[src/rtl/sthm_pkg.sv]
// Shared types and constants for the threshold monitor with hysteresis.
package sthm_pkg;

  localparam int CFG_INDEX_W = 3;
  localparam int CFG_DATA_W  = 32;
  localparam int CMP_MAX     = 8;   // two comparators for each of up to four thresholds
  localparam int QUEUE_DEPTH = 2;

  localparam logic [15:0] PERIOD_RESET = 16'd60;
  localparam int          COUNTS_PER_DEGREE_LOG2 = 4;
  // 16 counts a degree minus the quarter-degree offset of four counts
  localparam logic signed [20:0] EXT_OFFSET = 21'sd12;
  localparam logic signed [20:0] SAT_MAX = 21'sd32767;
  localparam logic signed [20:0] SAT_MIN = -21'sd32768;

  typedef enum logic [CFG_INDEX_W-1:0] {
    CFG_SAMPLE_PERIOD   = 3'd0,
    CFG_SENSOR_TYPE     = 3'd1,
    CFG_THRESHOLD_ZERO  = 3'd2,
    CFG_THRESHOLD_ONE   = 3'd3,
    CFG_THRESHOLD_TWO   = 3'd4,
    CFG_THRESHOLD_THREE = 3'd5,
    CFG_HYSTERESIS      = 3'd6,
    CFG_COMPARE_ENABLES = 3'd7
  } cfg_index_t;

  typedef enum logic [1:0] {
    SENSOR_NONE     = 2'd0,
    SENSOR_DIRECT   = 2'd1,
    SENSOR_EXTENDED = 2'd2
  } sensor_type_t;

  localparam logic KIND_START = 1'b0;
  localparam logic KIND_EVENT = 1'b1;

  // One tick's worth of results, passed from the front to the back.
  typedef struct packed {
    logic                start;
    logic [CMP_MAX-1:0]  mask;    // comparator k fired
    logic [CMP_MAX-1:0]  enter;   // flag value after the tick: 1 entered, 0 left
    logic signed [15:0]  value;
  } job_t;

endpackage

[src/rtl/sensor_threshold_hysteresis_monitor.sv]
// Top level of the single-channel threshold monitor with hysteresis.
//
//  channel  direction  handshake                  payload
//  sample   in         sample_valid/sample_stall  tick, present, raw_reading, count_remain
//  event    out        event_valid/event_stall    kind, threshold_index, high_side,
//                                                 entered, current_value, last
//  config   in         cfg_write                  cfg_index, cfg_data
//
// The front takes one sample every cycle while the two-entry queue has room.
// Each tick with results hands the back one request per result (1 to 8), sent
// through its single result register; ticks without results push nothing.
// rst clears countdown, reading, alarm flags, queue and result valid; registers
// return to their reset values. No clearing pass follows reset.
// A stalled event holds its payload; the front keeps working until the queue fills.
module sensor_threshold_hysteresis_monitor
  import sthm_pkg::*;
#(
  parameter int THRESHOLD_COUNT = 4
) (
  input  logic                   clk,
  input  logic                   rst,
  input  logic                   cfg_write,
  input  logic [CFG_INDEX_W-1:0] cfg_index,
  input  logic [CFG_DATA_W-1:0]  cfg_data,
  input  logic                   sample_valid,
  output logic                   sample_stall,
  input  logic                   tick,
  input  logic                   present,
  input  logic signed [15:0]     raw_reading,
  input  logic [7:0]             count_remain,
  output logic                   event_valid,
  input  logic                   event_stall,
  output logic                   kind,
  output logic [1:0]             threshold_index,
  output logic                   high_side,
  output logic                   entered,
  output logic signed [15:0]     current_value,
  output logic                   last
);

  logic push;
  logic queue_ready;
  job_t push_job;
  logic pop;
  logic avail;
  job_t pop_job;

  sthm_front #(
    .THRESHOLD_COUNT (THRESHOLD_COUNT)
  ) u_front (
    .clk          (clk),
    .rst          (rst),
    .cfg_write    (cfg_write),
    .cfg_index    (cfg_index),
    .cfg_data     (cfg_data),
    .sample_valid (sample_valid),
    .sample_stall (sample_stall),
    .tick         (tick),
    .present      (present),
    .raw_reading  (raw_reading),
    .count_remain (count_remain),
    .queue_ready  (queue_ready),
    .push         (push),
    .job          (push_job)
  );

  sthm_queue u_queue (
    .clk      (clk),
    .rst      (rst),
    .push     (push),
    .push_job (push_job),
    .ready    (queue_ready),
    .pop      (pop),
    .avail    (avail),
    .pop_job  (pop_job)
  );

  sthm_back u_back (
    .clk             (clk),
    .rst             (rst),
    .avail           (avail),
    .pop_job         (pop_job),
    .pop             (pop),
    .event_valid     (event_valid),
    .event_stall     (event_stall),
    .kind            (kind),
    .threshold_index (threshold_index),
    .high_side       (high_side),
    .entered         (entered),
    .current_value   (current_value),
    .last            (last)
  );

endmodule

[src/rtl/sthm_front.sv]
// Front: configuration registers, countdown, conversion and comparator evaluation.
module sthm_front
  import sthm_pkg::*;
#(
  parameter int THRESHOLD_COUNT = 4
) (
  input  logic                   clk,
  input  logic                   rst,
  input  logic                   cfg_write,
  input  logic [CFG_INDEX_W-1:0] cfg_index,
  input  logic [CFG_DATA_W-1:0]  cfg_data,
  input  logic                   sample_valid,
  output logic                   sample_stall,
  input  logic                   tick,
  input  logic                   present,
  input  logic signed [15:0]     raw_reading,
  input  logic [7:0]             count_remain,
  input  logic                   queue_ready,
  output logic                   push,
  output job_t                   job
);

  localparam int FLAG_W = 2 * THRESHOLD_COUNT;

  logic [15:0]         sample_period;
  sensor_type_t        sensor_type;
  logic signed [15:0]  threshold [THRESHOLD_COUNT];
  logic [31:0]         hysteresis_bytes;
  logic [7:0]          compare_enables;

  logic [15:0]         countdown;
  logic [15:0]         countdown_next;
  logic signed [15:0]  reading;
  logic signed [15:0]  reading_next;
  logic [FLAG_W-1:0]   alarm_flags;
  logic [FLAG_W-1:0]   alarm_flags_next;
  logic [FLAG_W-1:0]   fired;

  logic                accept;
  logic [15:0]         cd_dec;
  logic                start;
  logic                sample;
  logic signed [15:0]  half;
  logic signed [20:0]  ext_wide;
  logic signed [15:0]  ext_value;
  logic signed [17:0]  val18;

  assign sample_stall = !queue_ready;
  assign accept       = sample_valid && queue_ready && tick;

  always_ff @(posedge clk) begin
    if (rst) begin
      sample_period    <= PERIOD_RESET;
      sensor_type      <= SENSOR_NONE;
      hysteresis_bytes <= '0;
      compare_enables  <= '0;
      for (int j = 0; j < THRESHOLD_COUNT; j++) begin
        threshold[j] <= '0;
      end
    end else if (cfg_write) begin
      case (cfg_index)
        CFG_SAMPLE_PERIOD:   sample_period    <= cfg_data[15:0];
        CFG_SENSOR_TYPE:     sensor_type      <= sensor_type_t'(cfg_data[1:0]);
        CFG_HYSTERESIS:      hysteresis_bytes <= cfg_data;
        CFG_COMPARE_ENABLES: compare_enables  <= cfg_data[7:0];
        default: begin
          for (int j = 0; j < THRESHOLD_COUNT; j++) begin
            if (cfg_index == CFG_INDEX_W'(CFG_THRESHOLD_ZERO + j)) begin
              threshold[j] <= cfg_data[15:0];
            end
          end
        end
      endcase
    end
  end

  // Extended-resolution conversion: floor(raw/2)*16 + 12 - count_remain, saturated.
  always_comb begin
    half     = raw_reading >>> 1;
    ext_wide = (21'(half) <<< COUNTS_PER_DEGREE_LOG2) + EXT_OFFSET
               - 21'(signed'({1'b0, count_remain}));
    if (ext_wide > SAT_MAX) begin
      ext_value = 16'sh7fff;
    end else if (ext_wide < SAT_MIN) begin
      ext_value = 16'sh8000;
    end else begin
      ext_value = ext_wide[15:0];
    end
  end

  always_comb begin
    cd_dec = (countdown != 16'd0) ? countdown - 16'd1 : 16'd0;
    sample = (cd_dec == 16'd0);
    start  = (cd_dec == 16'd1) && present &&
             (sensor_type == SENSOR_DIRECT || sensor_type == SENSOR_EXTENDED);
    reading_next = reading;
    if (sample && present) begin
      case (sensor_type)
        SENSOR_DIRECT:   reading_next = raw_reading;
        SENSOR_EXTENDED: reading_next = ext_value;
        default:         reading_next = reading;
      endcase
    end
    countdown_next = sample ? sample_period : cd_dec;
  end

  // Each comparator fires at most once a tick: enter and leave need disjoint ranges.
  always_comb begin
    logic signed [17:0] lvl18;
    logic signed [17:0] upper;
    logic signed [17:0] lower;
    logic signed [17:0] hy18;
    val18            = 18'(reading_next);
    alarm_flags_next = alarm_flags;
    fired            = '0;
    for (int j = 0; j < THRESHOLD_COUNT; j++) begin
      lvl18 = 18'(threshold[j]);
      hy18  = signed'({10'd0, hysteresis_bytes[8*j +: 8]});
      upper = lvl18 + hy18;
      lower = lvl18 - hy18;
      if (sample && compare_enables[2*j]) begin
        if (val18 < lvl18 && !alarm_flags[2*j]) begin
          alarm_flags_next[2*j] = 1'b1;
          fired[2*j]            = 1'b1;
        end else if (val18 >= upper && alarm_flags[2*j]) begin
          alarm_flags_next[2*j] = 1'b0;
          fired[2*j]            = 1'b1;
        end
      end
      if (sample && compare_enables[2*j+1]) begin
        if (val18 > lvl18 && !alarm_flags[2*j+1]) begin
          alarm_flags_next[2*j+1] = 1'b1;
          fired[2*j+1]            = 1'b1;
        end else if (val18 <= lower && alarm_flags[2*j+1]) begin
          alarm_flags_next[2*j+1] = 1'b0;
          fired[2*j+1]            = 1'b1;
        end
      end
    end
  end

  always_ff @(posedge clk) begin
    if (rst) begin
      countdown   <= '0;
      reading     <= '0;
      alarm_flags <= '0;
    end else if (accept) begin
      countdown   <= countdown_next;
      reading     <= reading_next;
      alarm_flags <= alarm_flags_next;
    end
  end

  always_comb begin
    push      = accept && (start || (fired != '0));
    job.start = start;
    job.mask  = CMP_MAX'(fired);
    job.enter = CMP_MAX'(alarm_flags_next);
    job.value = reading_next;
  end

endmodule

[src/rtl/sthm_queue.sv]
// Two-entry queue of result sets between front and back.
module sthm_queue
  import sthm_pkg::*;
(
  input  logic clk,
  input  logic rst,
  input  logic push,
  input  job_t push_job,
  output logic ready,
  input  logic pop,
  output logic avail,
  output job_t pop_job
);

  localparam int PTR_W = $clog2(QUEUE_DEPTH);

  job_t             entries [QUEUE_DEPTH];
  logic [PTR_W-1:0] wr_ptr;
  logic [PTR_W-1:0] rd_ptr;
  logic [PTR_W:0]   count;
  logic             do_push;
  logic             do_pop;

  assign ready   = (count != (PTR_W+1)'(QUEUE_DEPTH));
  assign avail   = (count != '0);
  assign pop_job = entries[rd_ptr];
  assign do_push = push && ready;
  assign do_pop  = pop && avail;

  always_ff @(posedge clk) begin
    if (do_push) begin
      entries[wr_ptr] <= push_job;
    end
  end

  always_ff @(posedge clk) begin
    if (rst) begin
      wr_ptr <= '0;
      rd_ptr <= '0;
      count  <= '0;
    end else begin
      if (do_push) wr_ptr <= wr_ptr + 1'b1;
      if (do_pop)  rd_ptr <= rd_ptr + 1'b1;
      case ({do_push, do_pop})
        2'b10:   count <= count + 1'b1;
        2'b01:   count <= count - 1'b1;
        default: count <= count;
      endcase
    end
  end

  assert property (@(posedge clk) disable iff (rst)
    count <= (PTR_W+1)'(QUEUE_DEPTH))
    else $error("queue count beyond depth");

  assert property (@(posedge clk) disable iff (rst)
    !ready |=> !(do_push && $past(count) == count && !$past(do_pop)) || avail)
    else $error("queue accepted a push while full");

  assert property (@(posedge clk) disable iff (rst)
    (do_push && !do_pop) |=> count == $past(count) + 1'b1)
    else $error("queue count missed a push");

endmodule

[src/rtl/sthm_back.sv]
// Back: walks one result set and drives the result register, one request a cycle while the event output is not stalled.
module sthm_back
  import sthm_pkg::*;
(
  input  logic               clk,
  input  logic               rst,
  input  logic               avail,
  input  job_t               pop_job,
  output logic               pop,
  output logic               event_valid,
  input  logic               event_stall,
  output logic               kind,
  output logic [1:0]         threshold_index,
  output logic               high_side,
  output logic               entered,
  output logic signed [15:0] current_value,
  output logic               last
);

  localparam int PICK_W = $clog2(CMP_MAX);

  logic               cur_valid;
  job_t               cur;
  logic [PICK_W-1:0]  pick;
  logic [CMP_MAX-1:0] rem;
  logic               out_free;
  logic               emit;
  logic               emit_last;

  always_comb begin
    pick = '0;
    for (int k = CMP_MAX - 1; k >= 0; k--) begin
      if (cur.mask[k]) pick = PICK_W'(k);
    end
    rem       = cur.mask & (cur.mask - 1'b1);
    out_free  = !event_valid || !event_stall;
    emit      = cur_valid && out_free;
    emit_last = cur.start ? (cur.mask == '0) : (rem == '0);
    pop       = avail && (!cur_valid || (emit && emit_last));
  end

  always_ff @(posedge clk) begin
    if (rst) begin
      cur_valid <= 1'b0;
    end else if (pop) begin
      cur_valid <= 1'b1;
    end else if (emit && emit_last) begin
      cur_valid <= 1'b0;
    end
  end

  always_ff @(posedge clk) begin
    if (pop) begin
      cur <= pop_job;
    end else if (emit) begin
      // drop the request just sent
      if (cur.start) cur.start <= 1'b0;
      else           cur.mask  <= rem;
    end
  end

  always_ff @(posedge clk) begin
    if (rst) begin
      event_valid <= 1'b0;
    end else if (out_free) begin
      event_valid <= emit;
    end
  end

  always_ff @(posedge clk) begin
    if (emit) begin
      current_value <= cur.value;
      last          <= emit_last;
      if (cur.start) begin
        kind            <= KIND_START;
        threshold_index <= '0;
        high_side       <= 1'b0;
        entered         <= 1'b0;
      end else begin
        kind            <= KIND_EVENT;
        threshold_index <= pick[PICK_W-1:1];
        high_side       <= pick[0];
        entered         <= cur.enter[pick];
      end
    end
  end

  assert property (@(posedge clk) disable iff (rst)
    (event_valid && kind == KIND_START) |->
      (last && threshold_index == 2'd0 && !high_side && !entered))
    else $error("start request not alone or carries event fields");

  assert property (@(posedge clk) disable iff (rst)
    cur_valid |-> (cur.start || cur.mask != '0))
    else $error("empty result set held in back");

  assert property (@(posedge clk)
    rst |=> !event_valid && !cur_valid)
    else $error("back not idle after reset");

endmodule
[config.mk]
export PLATFORM = sky130hd
export DESIGN_NAME = sensor_threshold_hysteresis_monitor
export DESIGN_NICKNAME = d
export VERILOG_FILES = /design/src/rtl/sthm_pkg.sv /design/src/rtl/sensor_threshold_hysteresis_monitor.sv /design/src/rtl/sthm_front.sv /design/src/rtl/sthm_queue.sv /design/src/rtl/sthm_back.sv
export SDC_FILE = /design/constraint.sdc
export NUM_CORES = 1
export LEC_CHECK = 0
export BUFFER_PORTS_ARGS = -buffer_cell sky130_fd_sc_hd__buf_2
export CAP_MARGIN = 20
export CORE_MARGIN = 4
export CORE_UTILIZATION = 35
export CTS_CLUSTER_DIAMETER = 40
export DETAILED_ROUTE_END_ITERATION = 8
export GPL_TIMING_DRIVEN = 0
export HOLD_SLACK_MARGIN = 0.15
export PLACE_DENSITY = 0.49
export SYNTH_ARGS = -nofsm -noshare
export SYNTH_HDL_FRONTEND = slang
export SYNTH_SLANG_ARGS = --single-unit
[constraint.sdc]
create_clock -name clk -period 7.05 [get_ports clk]
set_clock_uncertainty 0.2 [all_clocks]
set_input_delay 0.3525 -clock clk [delete_from_list [all_inputs] [get_ports clk]]
set_output_delay 0.3525 -clock clk [all_outputs]
set_load 0.01 [all_outputs]
# Word level (Yosys, flattened, before mapping)

Memory sizes are Yosys's and may differ from the RTL's. A register that Yosys moved wholly into a read port is not among the register bits.
Cells that the tools add are included.
W data, S select, Z words.

Logic and storage cells: 247
Memories: 2
Bits in registers: 159
Input bits: 66
Output and inout port bits: 24
Memory bits (writable): 130

Memory list:

| name              | depth | bits a word | rd ports | clocked after Yosys merged registers in | write ports | RTL line         | source |
|---|---|---|---|---|---|---|---|
| u_queue.entries   | 2     | 33          | 1        | 1                                       | 1           | sthm_queue.sv:17 | `job_t entries [QUEUE_DEPTH];` |
| u_front.threshold | 4     | 16          | 4        | 0                                       | 4           | sthm_front.sv:27 | `logic signed [15:0] threshold [THRESHOLD_COUNT];` |

Equal/unequal tests: 14
$lt $le $gt $ge: 19
Bitwise operators: 5
Mux-type cells: 102
Add/sub/neg operators: 16
Reduce and logical (&&, ||, !) cells: 67

Operator list:

| kind                    | count |
|---|---|
| $mux W16                | 9 |
| $mux W1                 | 79 |
| $add A16 B9 Y17         | 4 |
| $ge A16 B17 Y1          | 4 |
| $le A16 B17 Y1          | 4 |
| $sub A16 B9 Y17         | 4 |
| $gt A16 B16 Y1          | 4 |
| $lt A16 B16 Y1          | 4 |
| $logic_and A1 B1 Y1     | 35 |
| $pmux W16 S2            | 1 |
| $mux W3                 | 8 |
| $gt A21 B16 Y1 const B  | 1 |
| $lt A21 B16 Y1 const B  | 1 |
| $sub A21 B9 Y21         | 1 |
| $add A19 B5 Y20 const B | 1 |
| $mux W9                 | 2 |
| $eq A16 B1 Y1 const B   | 1 |
| $logic_not A16 Y1       | 1 |
| $logic_not A8 Y1        | 2 |
| $reduce_bool A16 Y1     | 1 |
| $sub A16 B1 Y16 const B | 1 |
| $eq A3 B3 Y1 const B    | 4 |
| $logic_not A1 Y1        | 12 |
| $reduce_and A2 Y1       | 5 |
| 20 further kinds        | 34 |

# Depth between registers and ports, before layout

Word-level depth: 18
Depth in mapped cells: 28
Mapped depth without buffers: 27

# Modules after synthesis

Synthesis repeated with hierarchy kept, for this count alone.

Cell total of the unflattened synthesis: 2,257
Area total of the unflattened synthesis: 20,938.8 um2

By module, submodules not included:

| module     | times used | cells an instance | sequential area each (um2) | area an instance (um2) |
|---|---|---|---|---|
| sthm_front | 1          | 1,975             | 3,883.7                    | 16,050.4 |
| sthm_queue | 1          | 127               | 2,082.0                    | 2,596.2 |
| sthm_back  | 1          | 155               | 1,691.6                    | 2,292.2 |

# Worst setup path after synthesis

No wires, ideal clock.

Path type: input to register
Start: in count_remain[7]
End: mem u_queue.entries[0][0] (netlist bit) (enable)
Buffers on the path: 3
Required time: 6,423 ps
Stages: 24
Data arrival time: 7,016 ps
Setup slack: -593 ps
Setup time: 427 ps
Path through: inv_1 -> ha_1 -> or4_4 -> or3_4 -> or3_1 -> buf_2 -> or3_4 -> o211ai_2 -> and2_4 -> nand2_1 -> o41a_1 -> buf_6 -> buf_6 -> a31oi_1 -> ha_1 -> a211oi_1 -> o21ai_0 -> nand3b_1 -> and3b_1 -> or2_2 -> nor3_1 -> o21ai_0 -> a21oi_1 -> nor2b_1

RTL lines:

| element            | RTL line                                  | source |
|---|---|---|
| start: declaration | sensor_threshold_hysteresis_monitor.sv:30 | `input logic [7:0] count_remain,` |
| end: declaration   | sthm_queue.sv:17                          |  |

==> metrics.txt <==
Rows=89; global-route wire length before repair=about 100000 um; TritonCTS clock tree=done; status=finished clean; Setup TNS Final=0 ns; GP Congestion=roughly 0.87; Avg Cell Area, Syn=9.232 um^2; met1 Usage GRT=0.2773; Final WS setup=0.2244 ns; post-synthesis cell area=21120 um^2; final-stage net count=2912; cell count after synthesis=between 2000 and 2500; final WL=between 60000 and 70000 um; drt drc=0; sw frac=0.2794; die width=roughly 250 um; Final ANT Viol Nets=0; critical path's slowest cell=dfxtp_1; critical path depth=25; GRT overflow=0; CP Capture Type=flip-flop; crit-path max FO=11; port bufs=86; Power Density=~210 nW/um^2; yosys warns=0; placed insts=between 3000 and 4000; clock root buffer=clkbuf_16; Crit Path Category=flip-flop to flip-flop; share of layout cells above drive strength 1=0.1406; ys async rst share=0; most used cell, CP=inv_1; Int Power=3.886 mW; met3 Resource Use GR=0.03132; Max-cap violations=0; area of the core=roughly 60000 um^2; die span in y=around 250 um; initial antenna violation count=4; RSZ-0062 raised after global routing=false; Setup WS pre-CTS=-1.853 ns; clock power share=0.507; Syn Nets=2636; drt via density=5.332; largest net degree at the start of global routing=34; starting density of the core=0.3559; fmax=0.1465 GHz; commonest cells after routing, fill and taps aside=ha_1 (272), nand2_1 (224), edfxtp_1 (185); EDFF count, synth=185; Hold Path Depth=5; GR peak layer=met2; Final min period=a little under 7 ns; number of global-route vias before repair=18000; Primary FF master, synth=edfxtp_1; Clock Latency Late Sink=just over 0.6 ns; Largest stage delay, worst path=0.50 ns; routed via count=18060; combinational power share=0.141; delay-heaviest family, CP=simple AND/OR/NAND/NOR gates; Reg power frac=0.352; DP Wirelength=49460 um; placed inst area=22840 um^2; Num CTS Buffers=55; Tot Pwr=5.392 mW; relative slew slack=0.2075; NetSw=1.506 mW; hold_ws=~0.21 ns; synth unique cells=87; nature of the critical path startpoint=flip-flop; clock slew at reported path FFs=0.06 ns; Final Instance Area=around 26000 um^2; most common cell after layout, fill and taps aside=ha_1; GR Util met2=0.3455; Filler cells=5729; Max Transition Viols Final=0; Final Setup Violations=0; H-tree Lvls=2; P&R area growth vs syn=24.49%; Buffers & Inverters on Critical Path=5; register area share after synthesis=0.3625; Util after Layout=0.4430; clock sinks=290; die area=64350 um^2; VDD IR max=0.0001729 V; TritonRoute pass-1 iters=5; WL/cell=~20 um; Crit path arrival time=7.17 ns; Hold Crit Class=input pin to flip-flop; clk buf depth=3; Worst Path Required=7.39 ns; Yosys reg bits=290; Tot GR Track Use=0.2067; worst slew pin tran=between 1 and 1.5 ns; Tcrit/Tclk final=0.9682; I/O pin cnt=90; worst-case reg-to-reg path depth=25; Final Hold Viols=0; First DRT Iteration DRCs=between 1000 and 1500; Leak=10.43 nW; final non-filler cell total=3387
==> worst paths after layout <==
kind	from	end	slack, ns
worst max-delay path	u_front.countdown[0]	u_queue.count[1]	0.22
worst min-delay path	raw_reading[5]	u_front.reading[9]	0.21
worst max register to register	u_front.countdown[0]	u_queue.count[1]	0.22
worst min register to register	u_back.cur[9]	u_back.current_value[9]	0.22
==> registers in the layout, indices dropped and copies added (netlist names), named ones only <==
register and flops:
u_back.cur 33, u_back.cur_valid 1, u_back.current_value 16, u_back.entered 1
u_back.event_valid 1, u_back.high_side 1, u_back.kind 1, u_back.last 1
u_back.threshold_index 2, u_front.alarm_flags 8, u_front.compare_enables 8, u_front.countdown 16
u_front.hysteresis_bytes 32, u_front.reading 16, u_front.sample_period 16, u_front.sensor_type 2
u_front.threshold 64, u_queue.count 2, u_queue.entries 66, u_queue.rd_ptr 1
u_queue.wr_ptr 1
==> worst register-to-register path, stage by stage, from the launching register on <==
cell and delay [ns]:
dfxtp_1 0.50, inv_1 0.12, ha_2 0.28, inv_1 0.31, a311oi_1 0.08, a21oi_1 0.33, nand4_1 0.27, nor4b_4 0.42
and2_2 0.28, buf_4 0.20, nor2_1 0.08, a31oi_4 0.27, buf_6 0.24, ha_1 0.19, nand4_1 0.18, or3_1 0.47
a211o_1 0.39, a41o_1 0.28, o21ba_2 0.23, o22ai_2 0.19, nor4_4 0.08, a21oi_2 0.24, inv_1 0.08, ha_1 0.32
or3_1 0.38, a21oi_1 0.15
==> cell type report <==
type | count | area [um^2] | share of cell area
tap | 773 | 967.2 | 0.03678
timing repair buffer | 222 | 1823 | 0.06933
inverter | 191 | 716.9 | 0.02726
buffer | 74 | 355.3 | 0.01351
multi-input combinational | 1730 | 12790 | 0.4862
clock inverter | 43 | 553.0 | 0.02103
sequential | 290 | 7657 | 0.2912
clock buffer | 61 | 1429 | 0.05434
antenna | 3 | 7.507 | 0.0002855
==> power groups by stage <==
stage          Sequential [mW]  Clock (mW)  Combinational [mW]
4_1_cts                   1.90        2.79               0.736
2_1_floorplan             1.91           0               0.494
3_5_place_dp              1.93           0               0.702
6_report                  1.90        2.74               0.758
3_3_place_gp              1.93           0               0.688
5_1_grt                   1.90        2.88               0.847
==> Yosys cell counts, types with 14 or more instances <==
cell,instances,area [um^2]
a31oi_1,43,269.0
or3_1,15,93.84
a21o_1,23,172.7
mux2i_1,15,150.1
nor2_1,160,600.6
dfxtp_1,105,2102
inv_1,184,690.7
o21bai_1,30,225.2
a21boi_0,14,105.1
clkbuf_1,59,221.5
xnor2_1,110,963.4
o31ai_1,18,135.1
a21oi_1,169,845.8
nand2_1,224,840.8
and2_1,72,450.4
xor2_1,15,131.4
o21ai_0,85,425.4
nand4_1,45,281.5
nand3_1,43,215.2
a211oi_1,32,240.2
nor4_1,27,168.9
nand2b_1,23,143.9
mux2_2,27,304.0
nor2b_1,28,175.2
o21a_1,24,180.2
ha_1,274,3428
edfxtp_1,185,5555
nor3_1,38,190.2
==> routing by layer <==
metal / vias to the layer above / wire (um)
met2: 423 / 31550
met3: 113 / 3192
li1: 8860 / -
met1: 8662 / 30930
met5: - / 0
met4: 0 / 2081
==> cell families after synthesis <==
group / Yosys count / share of synthesized area
simple gates: 738 / 0.1759
compound gates: 539 / 0.1641
flops: 290 / 0.3625
fa+ha+maj: 283 / 0.1704
buf+inv: 268 / 0.05088
xor+xnor: 125 / 0.05183
mux: 45 / 0.02434
==> repair_timing <==
item / in CTS / in global routing
pin swaps: 5 / 8
hold endpoints to repair: 133 / 0
hold buffers: 69 / 0
setup buffers: 48 / 8
setup endpoints to repair: 86 / 68
resized for setup: 25 / 27
Power figures use the tool's default switching activity.
